===== config.mk =====
export PLATFORM = sky130hd
export DESIGN_NAME = yuv422_to_rgb565_converter
export DESIGN_NICKNAME = d
export VERILOG_FILES = /design/src/rtl/yuv_pkg.sv /design/src/rtl/yuv_chroma.sv /design/src/rtl/yuv_lane.sv /design/src/rtl/yuv422_to_rgb565_converter.sv
export SDC_FILE = /design/constraint.sdc
export NUM_CORES = 1
export LEC_CHECK = 0
export BUFFER_PORTS_ARGS = -buffer_cell sky130_fd_sc_hd__buf_2
export CAP_MARGIN = 10
export CORE_MARGIN = 2
export CORE_UTILIZATION = 35
export CTS_CLUSTER_DIAMETER = 200
export CTS_CLUSTER_SIZE = 12
export DETAILED_ROUTE_END_ITERATION = 8
export REMOVE_ABC_BUFFERS = 1
export SLEW_MARGIN = 0
export SYNTH_ARGS = -nofsm -noshare
export SYNTH_HDL_FRONTEND = slang
export SYNTH_SLANG_ARGS = --single-unit
export TNS_END_PERCENT = 30

===== constraint.sdc =====
create_clock -name clk -period 5.5 [get_ports clk]
set_clock_uncertainty 0.2 [all_clocks]
set_input_delay 1.375 -clock clk [delete_from_list [all_inputs] [get_ports clk]]
set_output_delay 1.375 -clock clk [all_outputs]
set_load 0.1 [all_outputs]

===== src/rtl/yuv_pkg.sv =====
package yuv_pkg;

    localparam int unsigned BYTE_W  = 8;
    localparam int unsigned PIXEL_W = 16;
    localparam int unsigned OFS_W   = 9;
    localparam int unsigned SUM_W   = 11;

    typedef logic [BYTE_W-1:0]  byte_t;
    typedef logic [PIXEL_W-1:0] pixel_t;

    typedef struct packed {
        logic signed [OFS_W-1:0] red_ofs;
        logic signed [OFS_W-1:0] green_ofs;
        logic signed [OFS_W-1:0] blue_ofs;
    } chroma_ofs_t;

endpackage


===== src/rtl/yuv_chroma.sv =====
module yuv_chroma
(
    input  logic                 clk,
    input  yuv_pkg::byte_t       blue_chroma,
    input  yuv_pkg::byte_t       red_chroma,
    output yuv_pkg::chroma_ofs_t ofs
);
    import yuv_pkg::*;

    localparam logic signed [17:0] COEF_RV = 18'sd359;
    localparam logic signed [17:0] COEF_GU = 18'sd88;
    localparam logic signed [17:0] COEF_GV = 18'sd183;
    localparam logic signed [17:0] COEF_BU = 18'sd454;

    logic signed [OFS_W-1:0] du;
    logic signed [OFS_W-1:0] dv;
    logic signed [17:0]      du_ext;
    logic signed [17:0]      dv_ext;
    logic signed [17:0]      r_prod;
    logic signed [17:0]      g_prod;
    logic signed [17:0]      b_prod;
    chroma_ofs_t             ofs_next;
    chroma_ofs_t             ofs_reg;

    // offset binary to two's complement: x - 128
    assign du     = $signed({~blue_chroma[7], ~blue_chroma[7], blue_chroma[6:0]});
    assign dv     = $signed({~red_chroma[7], ~red_chroma[7], red_chroma[6:0]});
    assign du_ext = {{9{du[OFS_W-1]}}, du};
    assign dv_ext = {{9{dv[OFS_W-1]}}, dv};

    assign r_prod = dv_ext * COEF_RV;
    assign g_prod = du_ext * COEF_GU + dv_ext * COEF_GV;
    assign b_prod = du_ext * COEF_BU;

    // floor divide by 256 is the arithmetic shift; results fit in 9 bits
    always_comb
    begin
        ofs_next.red_ofs   = r_prod[16:8];
        ofs_next.green_ofs = g_prod[16:8];
        ofs_next.blue_ofs  = b_prod[16:8];
    end

    always_ff @(posedge clk)
    begin
        ofs_reg <= ofs_next;
    end

    assign ofs = ofs_reg;

endmodule


===== src/rtl/yuv_lane.sv =====
module yuv_lane
(
    input  logic                 clk,
    input  yuv_pkg::byte_t       luma,
    input  yuv_pkg::chroma_ofs_t ofs,
    output yuv_pkg::pixel_t      pixel
);
    import yuv_pkg::*;

    function automatic byte_t clamp_byte(input logic signed [SUM_W-1:0] x);
        byte_t res;
        if (x[SUM_W-1])
        begin
            res = 8'h00;
        end
        else if (x[SUM_W-2:BYTE_W] != '0)
        begin
            res = 8'hFF;
        end
        else
        begin
            res = x[BYTE_W-1:0];
        end
        return res;
    endfunction

    logic signed [SUM_W-1:0] luma_ext;
    logic signed [SUM_W-1:0] r_sum;
    logic signed [SUM_W-1:0] g_sum;
    logic signed [SUM_W-1:0] b_sum;
    byte_t                   r_byte;
    byte_t                   g_byte;
    byte_t                   b_byte;
    pixel_t                  pixel_next;
    pixel_t                  pixel_reg;

    assign luma_ext = $signed({3'b000, luma});
    assign r_sum    = luma_ext + {{2{ofs.red_ofs[OFS_W-1]}}, ofs.red_ofs};
    assign g_sum    = luma_ext - {{2{ofs.green_ofs[OFS_W-1]}}, ofs.green_ofs};
    assign b_sum    = luma_ext + {{2{ofs.blue_ofs[OFS_W-1]}}, ofs.blue_ofs};

    assign r_byte     = clamp_byte(r_sum);
    assign g_byte     = clamp_byte(g_sum);
    assign b_byte     = clamp_byte(b_sum);
    assign pixel_next = {r_byte[7:3], g_byte[7:2], b_byte[7:3]};

    always_ff @(posedge clk)
    begin
        pixel_reg <= pixel_next;
    end

    assign pixel = pixel_reg;

endmodule


===== src/rtl/yuv422_to_rgb565_converter.sv =====
// YUYV 4:2:2 to RGB565 converter. One macropixel transfer is taken in every
// cycle (busy stays low) and its two RGB565 pixels appear on the cycle that
// done is high, after the shared chroma offset register and then the output
// registers of the two per-pixel lanes that clamp and pack. The receiver
// cannot stall, so each result is valid for that single cycle only and must
// be captured then. last_pair_res is delayed through a matching shift register.
module yuv422_to_rgb565_converter
(
    input  logic            clk,
    input  logic            rst_n,
    input  logic            start,
    output logic            busy,
    input  yuv_pkg::byte_t  first_luma,
    input  yuv_pkg::byte_t  blue_chroma,
    input  yuv_pkg::byte_t  second_luma,
    input  yuv_pkg::byte_t  red_chroma,
    input  logic            last_pair,
    output logic            done,
    output yuv_pkg::pixel_t first_pixel,
    output yuv_pkg::pixel_t second_pixel,
    output logic            last_pair_res
);
    import yuv_pkg::*;

    logic        accept;
    logic [1:0]  valid_reg;
    logic [1:0]  valid_next;
    logic [1:0]  last_reg;
    byte_t       luma0_reg;
    byte_t       luma1_reg;
    chroma_ofs_t ofs;

    assign busy   = 1'b0;
    assign accept = start && !busy;

    assign valid_next = {valid_reg[0], accept};

    always_ff @(posedge clk or negedge rst_n)
    begin
        if (!rst_n)
        begin
            valid_reg <= '0;
        end
        else
        begin
            valid_reg <= valid_next;
        end
    end

    always_ff @(posedge clk)
    begin
        luma0_reg <= first_luma;
        luma1_reg <= second_luma;
        last_reg  <= {last_reg[0], last_pair};
    end

    yuv_chroma u_chroma
    (
        .clk         (clk),
        .blue_chroma (blue_chroma),
        .red_chroma  (red_chroma),
        .ofs         (ofs)
    );

    yuv_lane u_lane0
    (
        .clk   (clk),
        .luma  (luma0_reg),
        .ofs   (ofs),
        .pixel (first_pixel)
    );

    yuv_lane u_lane1
    (
        .clk   (clk),
        .luma  (luma1_reg),
        .ofs   (ofs),
        .pixel (second_pixel)
    );

    assign done          = valid_reg[1];
    assign last_pair_res = last_reg[1];

`ifndef SYNTHESIS
    a_done_follows_start: assert property (@(posedge clk) disable iff (!rst_n)
        done |-> $past(valid_reg[0]))
        else $error("result strobe without a transfer in flight");

    a_start_gives_done: assert property (@(posedge clk) disable iff (!rst_n)
        accept |=> ##1 done)
        else $error("accepted transfer produced no result");

    a_last_latency: assert property (@(posedge clk) disable iff (!rst_n)
        (valid_reg[0] && !$isunknown(last_reg[0])) |=> (last_pair_res == $past(last_reg[0])))
        else $error("end-of-frame mark misaligned with result");
`endif

endmodule


Word-level counts from Yosys, hierarchy flattened
Cells that the tools add are included.
- mux-type cells: 6
- bitwise gates (word level): 2
- $mul: 4
- add/subtract/negate cells: 7
- reductions and logical operators: 6
- operator list (cell ; number):
    8-bit two-way mux ; 6
    9-bit by 9-bit adder with 10-bit output ; 4
    9-bit by 9-bit subtractor with 10-bit output ; 2
    17-bit adder ; 1
    8-bit by 10-bit multiplier with 17-bit output (second input constant) ; 1
    8-bit by 9-bit multiplier with 17-bit output (second input constant) ; 1
    8-bit by 9-bit multiplier with 16-bit output (second input constant) ; 1
    8-bit by 5-bit multiplier with 13-bit output (second input constant) ; 1
    2-bit nonzero test ; 6
    1-bit NOT ; 2
- bits of input ports: 36
- flip-flop bits (word level): 79
- logic and storage cells: 38
- output and inout bits: 35

Logic depth before layout (Yosys ltp)
Gate-level depths: netlist of run 1.
- word-level depth: 3
- mapped depth: 22
- depth with buffers taken out: 22

Hierarchy
Synthesis of run 1 repeated with hierarchy kept, for this count alone.
- cells, all modules: 843
- area total of the unflattened synthesis: 8125.3 µm²
- modules (own cells, without submodules) (module ; area an instance (µm²) ; sequential area each (µm²) ; cells each ; instances):
    yuv_chroma ; 5197.5 ; 540.5 ; 548 ; 1
    yuv_lane at u_lane1 ; 1267.5 ; 320.3 ; 139 ; 1
    yuv_lane at u_lane0 ; 1238.7 ; 320.3 ; 134 ; 1
    yuv422_to_rgb565_converter ; 421.7 ; 410.4 ; 22 ; 1

Worst setup path before layout of run 1
No wires, ideal clock.
- path kind: input -> register
- from: input port blue_chroma[1]
- to: register u_chroma.ofs_reg, in the netlist u_chroma.ofs[17]
- data arrival time: 6426 ps
- required time: 5228 ps
- library setup time: 72 ps
- stages on the path: 21
- path slack: -1198 ps
- path through: ha_1 > fa_1 > ha_1 > nor2b_1 > o21ai_0 > nand2b_1 > xor2_1 > fa_1 > inv_1 > fa_1 > fa_1 > inv_1 > ha_1 > ha_1 > a21oi_2 > o21ai_1 > or4_1 > o21a_1 > a21o_1 > a21oi_2 > xnor2_1
- word-level cells in the longest chain between the ends: 2
- ends and longest elaborated chain (element ; RTL line ; RTL):
    start, declared ; yuv422_to_rgb565_converter.sv:14 ; input yuv_pkg::byte_t blue_chroma,
    8-bit by 5-bit multiplier with 13-bit output ; yuv_chroma.sv:32 ; assign g_prod = du_ext * COEF_GU + dv_ext * COEF_GV;
    17-bit adder ; yuv_chroma.sv:32 ;
    via u_chroma.g_prod[16] ; yuv_chroma.sv:20 ; logic signed [17:0] g_prod;
    end signal, assigned ; yuv_chroma.sv:45 ; ofs_reg <= ofs_next;
    end, declared ; yuv_chroma.sv:23 ; chroma_ofs_t ofs_reg;
The timed path passes the listed nets, and every way through them passes these cells.
A chain may end at the register's enable or synchronous reset.

Worst setup path in the final report of run 1
- from: input port blue_chroma[3]
- to: register u_chroma.ofs_reg, in the netlist u_chroma.ofs[17]
The elaborated chain is that of the path after synthesis.

==> results of run 1 <==
## through the flow
step	worst slack [ns]	hold slack (ns)	utilization
2_1_floorplan	-1.20	0.110	-
3_3_place_gp	-1.48	0.112	0.410
3_5_place_dp	-1.52	0.122	0.410
4_1_cts	-0.857	0.137	0.438
5_1_grt	-1.00	0.149	0.442
6_report	-0.806	0.131	0.442
## cells in the mapped netlist, drive strengths merged
library cell,n
nor4,3
fa,57
o21ba,1
buf,1
dfxtp,77
clkbuf,4
nand2,19
a22oi,2
inv,136
a21oi,34
a31oi,7
o21bai,4
conb,1
dfrtp,2
or3,3
nand3b,1
o21ai,23
a311oi,1
maj3,25
nor2b,12
o41ai,1
and2,8
a21boi,1
mux2i,1
a21o,11
a211oi,7
xor2,16
nor3,14
or4,1
o211ai,1
a31o,6
ha,184
nor2,39
a2111oi,3
xnor2,37
nand2b,11
a2111o,1
nand3,6
or2,3
o21a,10
a221oi,3
## final cells by class
| type | instances | area, µm² | share of cell area |
|---|---|---|---|
| clock inverters | 3 | 65.1 | 0.00679 |
| multi-input cells | 557 | 5840 | 0.610 |
| clock buffers | 13 | 260 | 0.0272 |
| repair buffers | 145 | 962 | 0.100 |
| flip-flops and latches | 79 | 1590 | 0.166 |
| well taps | 280 | 350 | 0.0366 |
| inverters | 136 | 510 | 0.0533 |
## repair_timing
item,4_1_cts,5_1_grt
setup buffers,5,0
gates resized for setup,43,14
setup endpoints to repair,9,9
pin swaps,40,7
hold buffers,0,0
## logic make-up after synthesis
group           share of synthesized area
flops                               0.207
simple gates                       0.0771
fa+ha+maj                           0.480
mux                               0.00130
xor+xnor                           0.0603
buf+inv                            0.0693
other cells                      0.000487
compound gates                      0.105
## final timing paths
kind / from / slack (ns) / to / cells past startpoint
setup / recovery: blue_chroma[3] / -0.81 / u_chroma.ofs[17] / 22
hold / removal: last_reg[0] / 0.13 / last_reg[1] / 0
setup reg to reg: luma0_reg[1] / 2.97 / u_lane0.pixel[0] / 8
hold reg to reg: last_reg[0] / 0.13 / last_reg[1] / 0
max in group asynchronous: rst_n / 4.38 / valid_reg[1] / 1
min in group asynchronous: rst_n / 0.62 / valid_reg[0] / 1
## metal layers
layer / wire [µm] / global-route usage
met3: 460 / 0.0196
met5: 0 / 0
met4: 207 / 0.0356
met2: 7290 / 0.235
met1: 7690 / 0.186
## placed cells by master (no fill, tap or decap), types with 3 or more instances in the layout
| cell | instances |
|---|---|
| sky130_fd_sc_hd__inv_1 | 129 |
| sky130_fd_sc_hd__a211oi_1 | 7 |
| sky130_fd_sc_hd__a31o_2 | 6 |
| sky130_fd_sc_hd__xnor2_1 | 36 |
| sky130_fd_sc_hd__nand3_1 | 6 |
| sky130_fd_sc_hd__nand2_2 | 3 |
| sky130_fd_sc_hd__and2_1 | 8 |
| sky130_fd_sc_hd__a31oi_1 | 5 |
| sky130_fd_sc_hd__fa_1 | 55 |
| sky130_fd_sc_hd__buf_4 | 72 |
| sky130_fd_sc_hd__nor3_1 | 13 |
| sky130_fd_sc_hd__nand2b_1 | 9 |
| sky130_fd_sc_hd__buf_2 | 66 |
| sky130_fd_sc_hd__o21ai_0 | 12 |
| sky130_fd_sc_hd__buf_6 | 5 |
| sky130_fd_sc_hd__a21oi_2 | 5 |
| sky130_fd_sc_hd__o21ai_2 | 7 |
| sky130_fd_sc_hd__clkbuf_16 | 9 |
| sky130_fd_sc_hd__nor4_1 | 3 |
| sky130_fd_sc_hd__nor2b_1 | 12 |
| sky130_fd_sc_hd__o21ai_1 | 4 |
| sky130_fd_sc_hd__o21bai_1 | 4 |
| sky130_fd_sc_hd__xor2_1 | 16 |
| sky130_fd_sc_hd__inv_2 | 7 |
| sky130_fd_sc_hd__a221oi_1 | 3 |
| sky130_fd_sc_hd__dfxtp_1 | 77 |
| sky130_fd_sc_hd__ha_1 | 167 |
| sky130_fd_sc_hd__a21o_1 | 11 |
| sky130_fd_sc_hd__a21oi_1 | 28 |
| sky130_fd_sc_hd__o21a_1 | 10 |
| sky130_fd_sc_hd__nand2_1 | 16 |
| sky130_fd_sc_hd__ha_4 | 17 |
| sky130_fd_sc_hd__nor2_1 | 38 |
| sky130_fd_sc_hd__or2_2 | 3 |
| sky130_fd_sc_hd__maj3_1 | 25 |
## worst max-delay path: stages
cell	delay [ns]
sky130_fd_sc_hd__buf_8	0.10
sky130_fd_sc_hd__ha_4	0.23
sky130_fd_sc_hd__fa_1	0.52
sky130_fd_sc_hd__ha_4	0.22
sky130_fd_sc_hd__xnor2_2	0.13
sky130_fd_sc_hd__ha_1	0.27
sky130_fd_sc_hd__inv_1	0.04
sky130_fd_sc_hd__fa_1	0.47
sky130_fd_sc_hd__inv_1	0.05
sky130_fd_sc_hd__fa_1	0.47
sky130_fd_sc_hd__fa_1	0.51
sky130_fd_sc_hd__inv_1	0.05
sky130_fd_sc_hd__fa_1	0.49
sky130_fd_sc_hd__inv_2	0.05
sky130_fd_sc_hd__ha_4	0.26
sky130_fd_sc_hd__nand2_1	0.05
sky130_fd_sc_hd__or3_4	0.34
sky130_fd_sc_hd__a21oi_2	0.19
sky130_fd_sc_hd__o21a_1	0.18
sky130_fd_sc_hd__a21o_1	0.16
sky130_fd_sc_hd__a21oi_2	0.06
sky130_fd_sc_hd__xnor2_1	0.11
==> flow_summary.rst, run 1 <==
.. list-table::
   :header-rows: 1

   * - Metric
     - Value
   * - Clk root buf
     - sky130_fd_sc_hd__clkbuf_16
   * - Least-Margin Pin Slew
     - 0.514 ns
   * - Remaining number of nets flagged by the antenna check after routing
     - 0
   * - Total Negative Setup Slacks
     - -5.33 ns
   * - Number of optimization iterations in the first detailed-route pass
     - 4
   * - Number of cells in the design after placement
     - 1192
   * - Violations in the final reports
     - negative setup slack
   * - Part of the cycle the worst path needs
     - 1.15
   * - Antenna violations before repair
     - 0
   * - Outcome
     - finished, violations left
   * - Detailed Place HPWL
     - 13900 µm
   * - Total non-filler cell area in the finished layout
     - 9580 µm²
   * - Deepest clock path buffer count
     - 2
   * - Synth top area cells
     - sky130_fd_sc_hd__ha_1 30%, sky130_fd_sc_hd__dfxtp_1 20%, sky130_fd_sc_hd__fa_1 15%
   * - Share of the yosys chip area belonging to registers
     - 0.207
   * - Placeable core region
     - 21700 µm²
   * - Port Buffers
     - 69
   * - Path class of the lowest-slack min-delay path
     - reg2reg
   * - Clk Latency, worst-skew pair
     - 0.33 ns
   * - Unrepaired setup endpoints after global routing
     - true
   * - Setup violation total in the final timing report
     - 9
   * - Critical path class
     - in2reg
   * - Number of maximum-capacitance constraint violations
     - 0
   * - Highest Clock Rate
     - 159 MHz
   * - Effective utilization at floorplan
     - 0.355
   * - Number of levels in the clock H-tree
     - 3
   * - Die width
     - 152 µm
   * - Endpoint arrival time on the critical path
     - 6.32 ns
   * - Area growth syn-to-layout
     - 24.5%
   * - Flip-flop and latch count after synthesis
     - 79
   * - Total via count in the routed design
     - 5456
   * - Clock tree from TritonCTS
     - done
   * - Vertical die dimension
     - 152 µm
   * - Area post-placement
     - 8900 µm²
   * - Hold Violations, Final
     - 0
   * - Count of different cell masters after synthesis
     - 49
   * - Number of flip-flops in the largest register
     - 27
   * - Share of the synthesized area in the top cell type
     - 0.299
   * - WL final
     - 15700 µm
   * - Layout filler cell count
     - 2053
   * - Vias in the first global route
     - 5510
   * - Mean area per synthesized cell
     - 9.90 µm²
   * - Total congestion overflow after global routing
     - 0
   * - Number of buffers added by the clock tree synthesis step
     - 9
   * - Post-route non-filler standard cell count
     - 1213
   * - Sort of element at the end of the critical path
     - flip-flop
   * - Std-Cell Rows
     - 54
   * - Overall die area
     - 23200 µm²
   * - Warning count from the yosys run
     - 0
   * - Antenna diode count
     - 0
   * - Instance count of the mapped netlist
     - 777
   * - Maximum net fanout on the critical path
     - 3
   * - Element type at the critical path start
     - primary input
   * - Global Route Usage Sum
     - 0.138
   * - Clock-pin transition on the worst setup and hold timing paths
     - 0.05 ns
   * - Worst setup slack after layout
     - -0.806 ns
   * - First-pass GRT wire length
     - 26400 µm
   * - DRC Markers
     - 0
   * - Crit path time final
     - 6.31 ns
   * - DR iter-0 viols
     - 97
   * - Largest net degree at the start of global routing
     - 16
   * - Post-synthesis cell type with the largest combined area
     - sky130_fd_sc_hd__ha_1
   * - Share of cells above drive strength 1
     - 0.238
   * - Clk sink count
     - 79
   * - Final routed wire length divided by cell count
     - 12.9 µm
   * - Cell area after technology mapping
     - 7700 µm²
   * - Placer's final routability congestion estimate
     - 0.826
   * - Required arrival time at the worst endpoint
     - 5.51 ns
   * - Worst slew margin relative to its limit
     - 0.657
   * - Total count of max-transition violations in the final report
     - 0
   * - Via-per-instance ratio
     - 4.50
   * - Number of nets in the final layout
     - 1205
   * - Top-Level Pins
     - 71
Power of run 1 is not shown: default switching activity piles up to over one toggle a cycle in this logic, so the estimate is an artifact.
==> run 2, diff against run 1 <==
Settings changed: CORE_UTILIZATION 35 to 50, PLACE_DENSITY set to 0.69.
==> run 2 against run 1 <==
Cell area fell by 0.69%. Core utilization increased by 19 points. Routed wire length stayed put. Largest cell class unchanged. First-iteration DRC count rose by 100%. Clock-buffer cell count is 3 lower. The flow still finishes with violations (negative setup slack). Global-route usage grew 6.5 points. Setup slack worse by 0.039 ns. Register-to-register slack gained 0.03 ns. Die area down 29%. Highest routed layer unchanged.
==> flow_summary.rst, run 2 (synthesis results as in run 1) <==
.. list-table::
   :header-rows: 1

   * - Metric
     - Value
   * - Number of optimization iterations in the first detailed-route pass
     - 4 (unchanged)
   * - Clk Latency, worst-skew pair
     - 0.34 ns (about the same)
   * - Violations in the final reports
     - negative setup slack
   * - Count of hold-fix buffers inserted at cts
     - 0 (unchanged)
   * - Unrepaired setup endpoints after global routing
     - true
   * - Remaining number of nets flagged by the antenna check after routing
     - 0 (unchanged)
   * - R2R depth
     - 8 (unchanged)
   * - Antenna diode count
     - 0 (unchanged)
   * - Critical path class
     - in2reg
   * - Die width
     - 128 µm (-16%)
   * - Clk root buf
     - sky130_fd_sc_hd__clkbuf_16
   * - Detailed Place HPWL
     - 13200 µm (-4.9%)
   * - Std-Cell Rows
     - 45 (-17%)
   * - Final core utilization
     - 0.628 (+0.186)
   * - Reg2Reg Setup Slack
     - 3.00 ns (+0.03 ns)
   * - Number of buffers added by the clock tree synthesis step
     - 9 (unchanged)
   * - Instance count along the most critical hold path
     - 0 (unchanged)
   * - Total via count in the routed design
     - 5562 (+1.9%)
   * - Placeable core region
     - 15100 µm² (-30%)
   * - Hold Violations, Final
     - 0 (unchanged)
   * - Reg2Reg Launch Point
     - luma0_reg[1]
   * - Via-per-instance ratio
     - 4.94 (+9.8%)
   * - Clock tree from TritonCTS
     - done
   * - Overall die area
     - 16400 µm² (-29%)
   * - Total congestion overflow after global routing
     - 0 (unchanged)
   * - Element type at the critical path start
     - primary input
   * - Total count of max-transition violations in the final report
     - 0 (unchanged)
   * - WL final
     - 15700 µm (unchanged)
   * - Endpoint arrival time on the critical path
     - 6.41 ns (+0.09 ns)
   * - First-pass GRT wire length
     - 26500 µm (+0.55%)
   * - Vias in the first global route
     - 5672 (+2.9%)
   * - Path class of the lowest-slack min-delay path
     - reg2reg
   * - Min-delay src
     - last_reg[0]
   * - Maximum net fanout on the critical path
     - 6 (+3)
   * - Placer's final routability congestion estimate
     - 0.868 (+5.0%)
   * - Sort of element at the end of the critical path
     - flip-flop
   * - Global Route Usage Sum
     - 0.203 (+0.0650)
   * - Number of flip-flops in the largest register
     - 27 (unchanged)
   * - Area growth syn-to-layout
     - 23.7%
   * - Hold Slack
     - 0.127 ns (-0.00415 ns)
   * - Final routed wire length divided by cell count
     - 13.9 µm (+7.7%)
   * - Area post-placement
     - 8810 µm² (-1.0%)
   * - Outcome
     - finished, violations left
   * - Setup violation total in the final timing report
     - 9 (unchanged)
   * - DR iter-0 viols
     - 194 (+100%)
   * - Number of maximum-capacitance constraint violations
     - 0 (unchanged)
   * - Number of levels in the clock H-tree
     - 3 (unchanged)
   * - Total non-filler cell area in the finished layout
     - 9520 µm² (-0.69%)
   * - WHS Endpoint
     - last_reg[1]
   * - Top-Level Pins
     - 71 (unchanged)
   * - Highest Clock Rate
     - 158 MHz (-0.62%)
   * - DRC Markers
     - 0 (unchanged)
   * - Effective utilization at floorplan
     - 0.508 (+0.153)
   * - Vertical die dimension
     - 128 µm (-16%)
   * - Required arrival time at the worst endpoint
     - 5.57 ns (+0.06 ns)
   * - Clk sink count
     - 79 (unchanged)
   * - Number of nets in the final layout
     - 1210 (+0.41%)
   * - Crit path time final
     - 6.35 ns (+0.0393 ns)
   * - Part of the cycle the worst path needs
     - 1.15 (+0.00715)
   * - Clock-pin transition on the worst setup and hold timing paths
     - 0.06 ns (about the same)
   * - Reg-to-Reg End
     - u_lane0.pixel[12]
   * - Worst setup slack after layout
     - -0.845 ns (-0.0393 ns)
   * - Deepest clock path buffer count
     - 2 (unchanged)
   * - Antenna violations before repair
     - 0 (unchanged)
   * - Share of cells above drive strength 1
     - 0.246 (+0.00833)
   * - Commonest cells after routing, fill and taps aside
     - 164 x sky130_fd_sc_hd__ha_1, 131 x sky130_fd_sc_hd__inv_1, 81 x sky130_fd_sc_hd__buf_4
   * - Largest net degree at the start of global routing
     - 16 (unchanged)
   * - Leading cell type in the layout, fill and taps excluded
     - sky130_fd_sc_hd__ha_1
   * - Total Negative Setup Slacks
     - -6.07 ns (-0.739 ns)
   * - Port Buffers
     - 69 (unchanged)
## run 2: repair_timing
item,in CTS,in global routing
setup buffers,5,2
pin swaps,47,6
hold endpoints to repair,0,0
gates resized for setup,48,7
setup endpoints to repair,9,9
## run 2: per-layer routing
layer / up-vias / track usage / wire (µm)
met4: 0 / 0.0549 / 255
met1: 2534 / 0.256 / 7210
met3: 24 / 0.0250 / 384
met5: - / 0 / 0
met2: 90 / 0.368 / 7800
li1: 2914 / - / -
## run 2: worst max-delay path, stage by stage
cell and delay (ns):
sky130_fd_sc_hd__buf_8 0.11, sky130_fd_sc_hd__buf_4 0.14, sky130_fd_sc_hd__ha_4 0.24, sky130_fd_sc_hd__inv_1 0.04, sky130_fd_sc_hd__fa_1 0.50, sky130_fd_sc_hd__inv_2 0.05
sky130_fd_sc_hd__ha_4 0.25, sky130_fd_sc_hd__xnor2_2 0.14, sky130_fd_sc_hd__ha_2 0.31, sky130_fd_sc_hd__inv_1 0.04, sky130_fd_sc_hd__fa_1 0.45, sky130_fd_sc_hd__fa_1 0.40
sky130_fd_sc_hd__fa_1 0.53, sky130_fd_sc_hd__inv_2 0.05, sky130_fd_sc_hd__ha_4 0.26, sky130_fd_sc_hd__ha_4 0.20, sky130_fd_sc_hd__a21oi_4 0.17, sky130_fd_sc_hd__o21ai_2 0.07
sky130_fd_sc_hd__or4_1 0.41, sky130_fd_sc_hd__o21a_1 0.22, sky130_fd_sc_hd__a21o_1 0.19, sky130_fd_sc_hd__a21oi_2 0.14, sky130_fd_sc_hd__xnor2_1 0.12
## run 2: through the flow
stage / worst slack (ns) / instances
after global routing: -1.00 / 1126
final: -0.845 / 1126
after global placement: -1.47 / 1103
after CTS: -0.828 / 1124
after floorplan: -1.20 / 772
after detailed placement: -1.58 / 1103
## run 2: cell type report
type | instances | area (µm²)
flip-flops and latches | 79 | 1590
multi-input cells | 557 | 5870
clock inverters | 6 | 83.8
fillers | 1232 | 5630
repair buffers | 150 | 982
inverters | 136 | 510
clock buffers | 10 | 239
well taps | 188 | 235
## run 2: worst max path at each step
stage                               from                to  slack [ns]  cells after the start
after floorplan           blue_chroma[1]  u_chroma.ofs[17]       -1.20                     21
after global placement    blue_chroma[2]  u_chroma.ofs[17]       -1.47                     23
after detailed placement  blue_chroma[2]  u_chroma.ofs[17]       -1.58                     23
after CTS                 blue_chroma[0]  u_chroma.ofs[17]       -0.83                     25
after global routing      blue_chroma[0]  u_chroma.ofs[17]        -1.0                     24
final                     blue_chroma[2]  u_chroma.ofs[17]       -0.85                     23
Power of run 2 is left out for the same reason.
==> run 3, diff against run 2 <==
Settings changed: CELL_PAD_IN_SITES_DETAIL_PLACEMENT set to 1, CELL_PAD_IN_SITES_GLOBAL_PLACEMENT set to 2, CORE_UTILIZATION 50 to 43, PLACE_DENSITY 0.69 to unset, PLACE_DENSITY_LB_ADDON set to 0.1.
==> run 3 against run 2 <==
The flow still finishes with violations (negative setup slack). Cell area increased by 1.6%. Highest routed layer unchanged. Maximum frequency decreased by 1.9%. Sequential share of layout area shrank 0.27 points. Clock-buffer cell count fell by 1. Sequential cell count did not move. Core utilization is 7.3 points lower. Global-route usage grew 1.7 points. Critical path depth is 2 lower.
==> flow_summary.rst, run 3 (synthesis results as in run 1) <==
.. list-table::
   :header-rows: 1

   * - Metric
     - Value
   * - Detailed Place HPWL
     - 16600 µm (+26%)
   * - Commonest cells after routing, fill and taps aside
     - 165 x sky130_fd_sc_hd__ha_1, 127 x sky130_fd_sc_hd__inv_1, 86 x sky130_fd_sc_hd__buf_4
   * - Overall die area
     - 19000 µm² (+16%)
   * - Part of the cycle the worst path needs
     - 1.18 (+0.0227)
   * - Critical path class
     - in2reg
   * - CP top delay family
     - adder cells
   * - Worst setup slack after layout
     - -0.970 ns (-0.125 ns)
   * - Port Buffers
     - 69 (unchanged)
   * - Critical path's slowest cell
     - sky130_fd_sc_hd__fa_2
   * - Sort of element at the end of the critical path
     - flip-flop
   * - Global Route Usage Sum
     - 0.220 (+0.0167)
   * - Number of maximum-capacitance constraint violations
     - 0 (unchanged)
   * - Vertical die dimension
     - 138 µm (+7.6%)
   * - R2R depth
     - 7 (-1)
   * - Top cell by count, worst path
     - sky130_fd_sc_hd__ha_4
   * - Clock tree from TritonCTS
     - done
   * - Endpoint arrival time on the critical path
     - 6.50 ns (+0.09 ns)
   * - Number of optimization iterations in the first detailed-route pass
     - 4 (unchanged)
   * - Post-route non-filler standard cell count
     - 1171 (+4.0%)
   * - Highest Clock Rate
     - 155 MHz (-1.9%)
   * - Die width
     - 138 µm (+7.6%)
   * - Placer's final routability congestion estimate
     - 0.849 (-2.1%)
   * - Hold Violations, Final
     - 0 (unchanged)
   * - Top-Level Pins
     - 71 (unchanged)
   * - Clock-pin transition on the worst setup and hold timing paths
     - 0.06 ns (about the same)
   * - Outcome
     - finished, violations left
   * - Clk sink count
     - 79 (unchanged)
   * - Largest net degree at the start of global routing
     - 16 (unchanged)
   * - Leading cell type in the layout, fill and taps excluded
     - sky130_fd_sc_hd__ha_1
   * - WL final
     - 19700 µm (+26%)
   * - Effective utilization at floorplan
     - 0.442 (-0.0663)
   * - Placeable core region
     - 17400 µm² (+15%)
   * - Total congestion overflow after global routing
     - 0 (unchanged)
   * - Std-Cell Rows
     - 48 (+6.7%)
   * - Clk root buf
     - sky130_fd_sc_hd__clkbuf_16
   * - Number of nets in the final layout
     - 1218 (+0.66%)
   * - Unrepaired setup endpoints after global routing
     - true
   * - Number of flip-flops in the largest register
     - 27 (unchanged)
   * - Setup Slack @ Placement
     - -1.58 ns (-0.000400 ns)
   * - Number of buffers and inverters on the critical path
     - 4 (-2)
   * - Total number of cells along the worst setup path
     - 21 (-8.7%)
   * - Vias in the first global route
     - 6652 (+17%)
   * - DR iter-0 viols
     - 63 (-68%)
   * - Number of buffers added by the clock tree synthesis step
     - 9 (unchanged)
   * - Remaining number of nets flagged by the antenna check after routing
     - 0 (unchanged)
   * - Violations in the final reports
     - negative setup slack
   * - Least-Margin Pin Slew
     - 0.553 ns
   * - Antenna violations before repair
     - 0 (unchanged)
   * - Number of levels in the clock H-tree
     - 3 (unchanged)
   * - Antenna diode count
     - 0 (unchanged)
   * - Instance count along the most critical hold path
     - 0 (unchanged)
   * - Total non-filler cell area in the finished layout
     - 9670 µm² (+1.6%)
   * - Number of cells in the design after placement
     - 1143 (+3.6%)
   * - Element type at the critical path start
     - primary input
   * - Worst slew margin relative to its limit
     - 0.631
   * - Path class of the lowest-slack min-delay path
     - reg2reg
   * - Required arrival time at the worst endpoint
     - 5.53 ns (-0.04 ns)
   * - Total count of max-transition violations in the final report
     - 0 (unchanged)
   * - Crit path time final
     - 6.47 ns (+0.125 ns)
   * - Setup violation total in the final timing report
     - 9 (unchanged)
   * - Highest cell delay on the worst timing path
     - 0.60 ns (+0.07 ns)
   * - Final routed wire length divided by cell count
     - 16.8 µm (+21%)
   * - Deepest clock path buffer count
     - 2 (unchanged)
   * - Maximum net fanout on the critical path
     - 3 (-3)
   * - Clk Latency, worst-skew pair
     - 0.34 ns (about the same)
   * - Total via count in the routed design
     - 5870 (+5.5%)
   * - DRC Markers
     - 0 (unchanged)
   * - Via-per-instance ratio
     - 5.01 (+1.5%)
   * - List of cells traversed by the critical path
     - buf_6 -> ha_4 -> fa_2 -> ha_4 -> a21oi_2 -> xnor2_2 -> ha_1 -> inv_2 -> fa_1 -> fa_1 -> inv_2 -> fa_2 -> ha_4 -> ha_4 -> a21oi_4 -> o21ai_2 -> or4_1 -> o21a_1 -> a21o_1 -> buf_4 -> xor2_1
   * - Area growth syn-to-layout
     - 25.7%
   * - Share of cells above drive strength 1
     - 0.264 (+0.0180)
   * - First-pass GRT wire length
     - 32300 µm (+22%)
   * - Area post-placement
     - 8880 µm² (+0.78%)
==> run 3: cell types whose count changed in the layout (fill, tap and decap cells not counted), moves of 3 or more <==
| cell | change |
|---|---|
| sky130_fd_sc_hd__inv_1 | -4 |
| sky130_fd_sc_hd__nor2_1 | -3 |
| sky130_fd_sc_hd__nor2_4 | +3 |
| sky130_fd_sc_hd__inv_2 | +4 |
| sky130_fd_sc_hd__buf_4 | +5 |
| sky130_fd_sc_hd__buf_6 | +3 |
| sky130_fd_sc_hd__xnor2_2 | +3 |
| sky130_fd_sc_hd__xnor2_1 | -3 |
==> run 3: path summary, 6_finish.rpt <==
kind	startpoint	to	slack, ns
max in group asynchronous	rst_n	valid_reg[0]	4.40
min	last_reg[0]	last_reg[1]	0.13
min reg2reg	last_reg[0]	last_reg[1]	0.13
max reg2reg	luma1_reg[1]	u_lane1.pixel[14]	2.89
min in group asynchronous	rst_n	valid_reg[1]	0.61
max	blue_chroma[3]	u_chroma.ofs[16]	-0.97
==> run 3: area by class of cell <==
cell class	count	area [µm²]
Tap cell	225	282
Fill cell	1988	7750
Inverter	136	510
Multi-Input combinational cell	557	5950
Clock buffer	9	225
Timing Repair Buffer	158	1040
Sequential cell	79	1590
Clock inverter	7	72.6
==> run 3: repair_timing <==
| action | in CTS | in global routing |
|---|---|---|
| setup endpoints to repair | 9 | 10 |
| pin swaps | 44 | 14 |
| buffers inserted | 9 | 3 |
| resized for setup | 57 | 13 |
| hold buffers | 0 | 0 |
==> run 3: per-layer routing <==
layer | vias to the layer above | GRT usage | part of all wire
li1 | 2928 | - | -
met1 | 2813 | 0.238 | 0.40
met2 | 90 | 0.440 | 0.55
met3 | 39 | 0.0235 | 0.025
met4 | 0 | 0.0714 | 0.027
met5 | - | 0 | 0
==> run 3: through the flow <==
step / setup TNS (ns) / utilization / hold WS [ns]
5_1_grt: -8.37 / 0.555 / 0.140
4_1_cts: -6.16 / 0.550 / 0.137
2_1_floorplan: -8.17 / - / 0.110
3_3_place_gp: -11.50 / 0.510 / 0.117
3_5_place_dp: -12.35 / 0.510 / 0.114
6_report: -7.12 / 0.555 / 0.132
Power of run 3 is left out for the same reason.
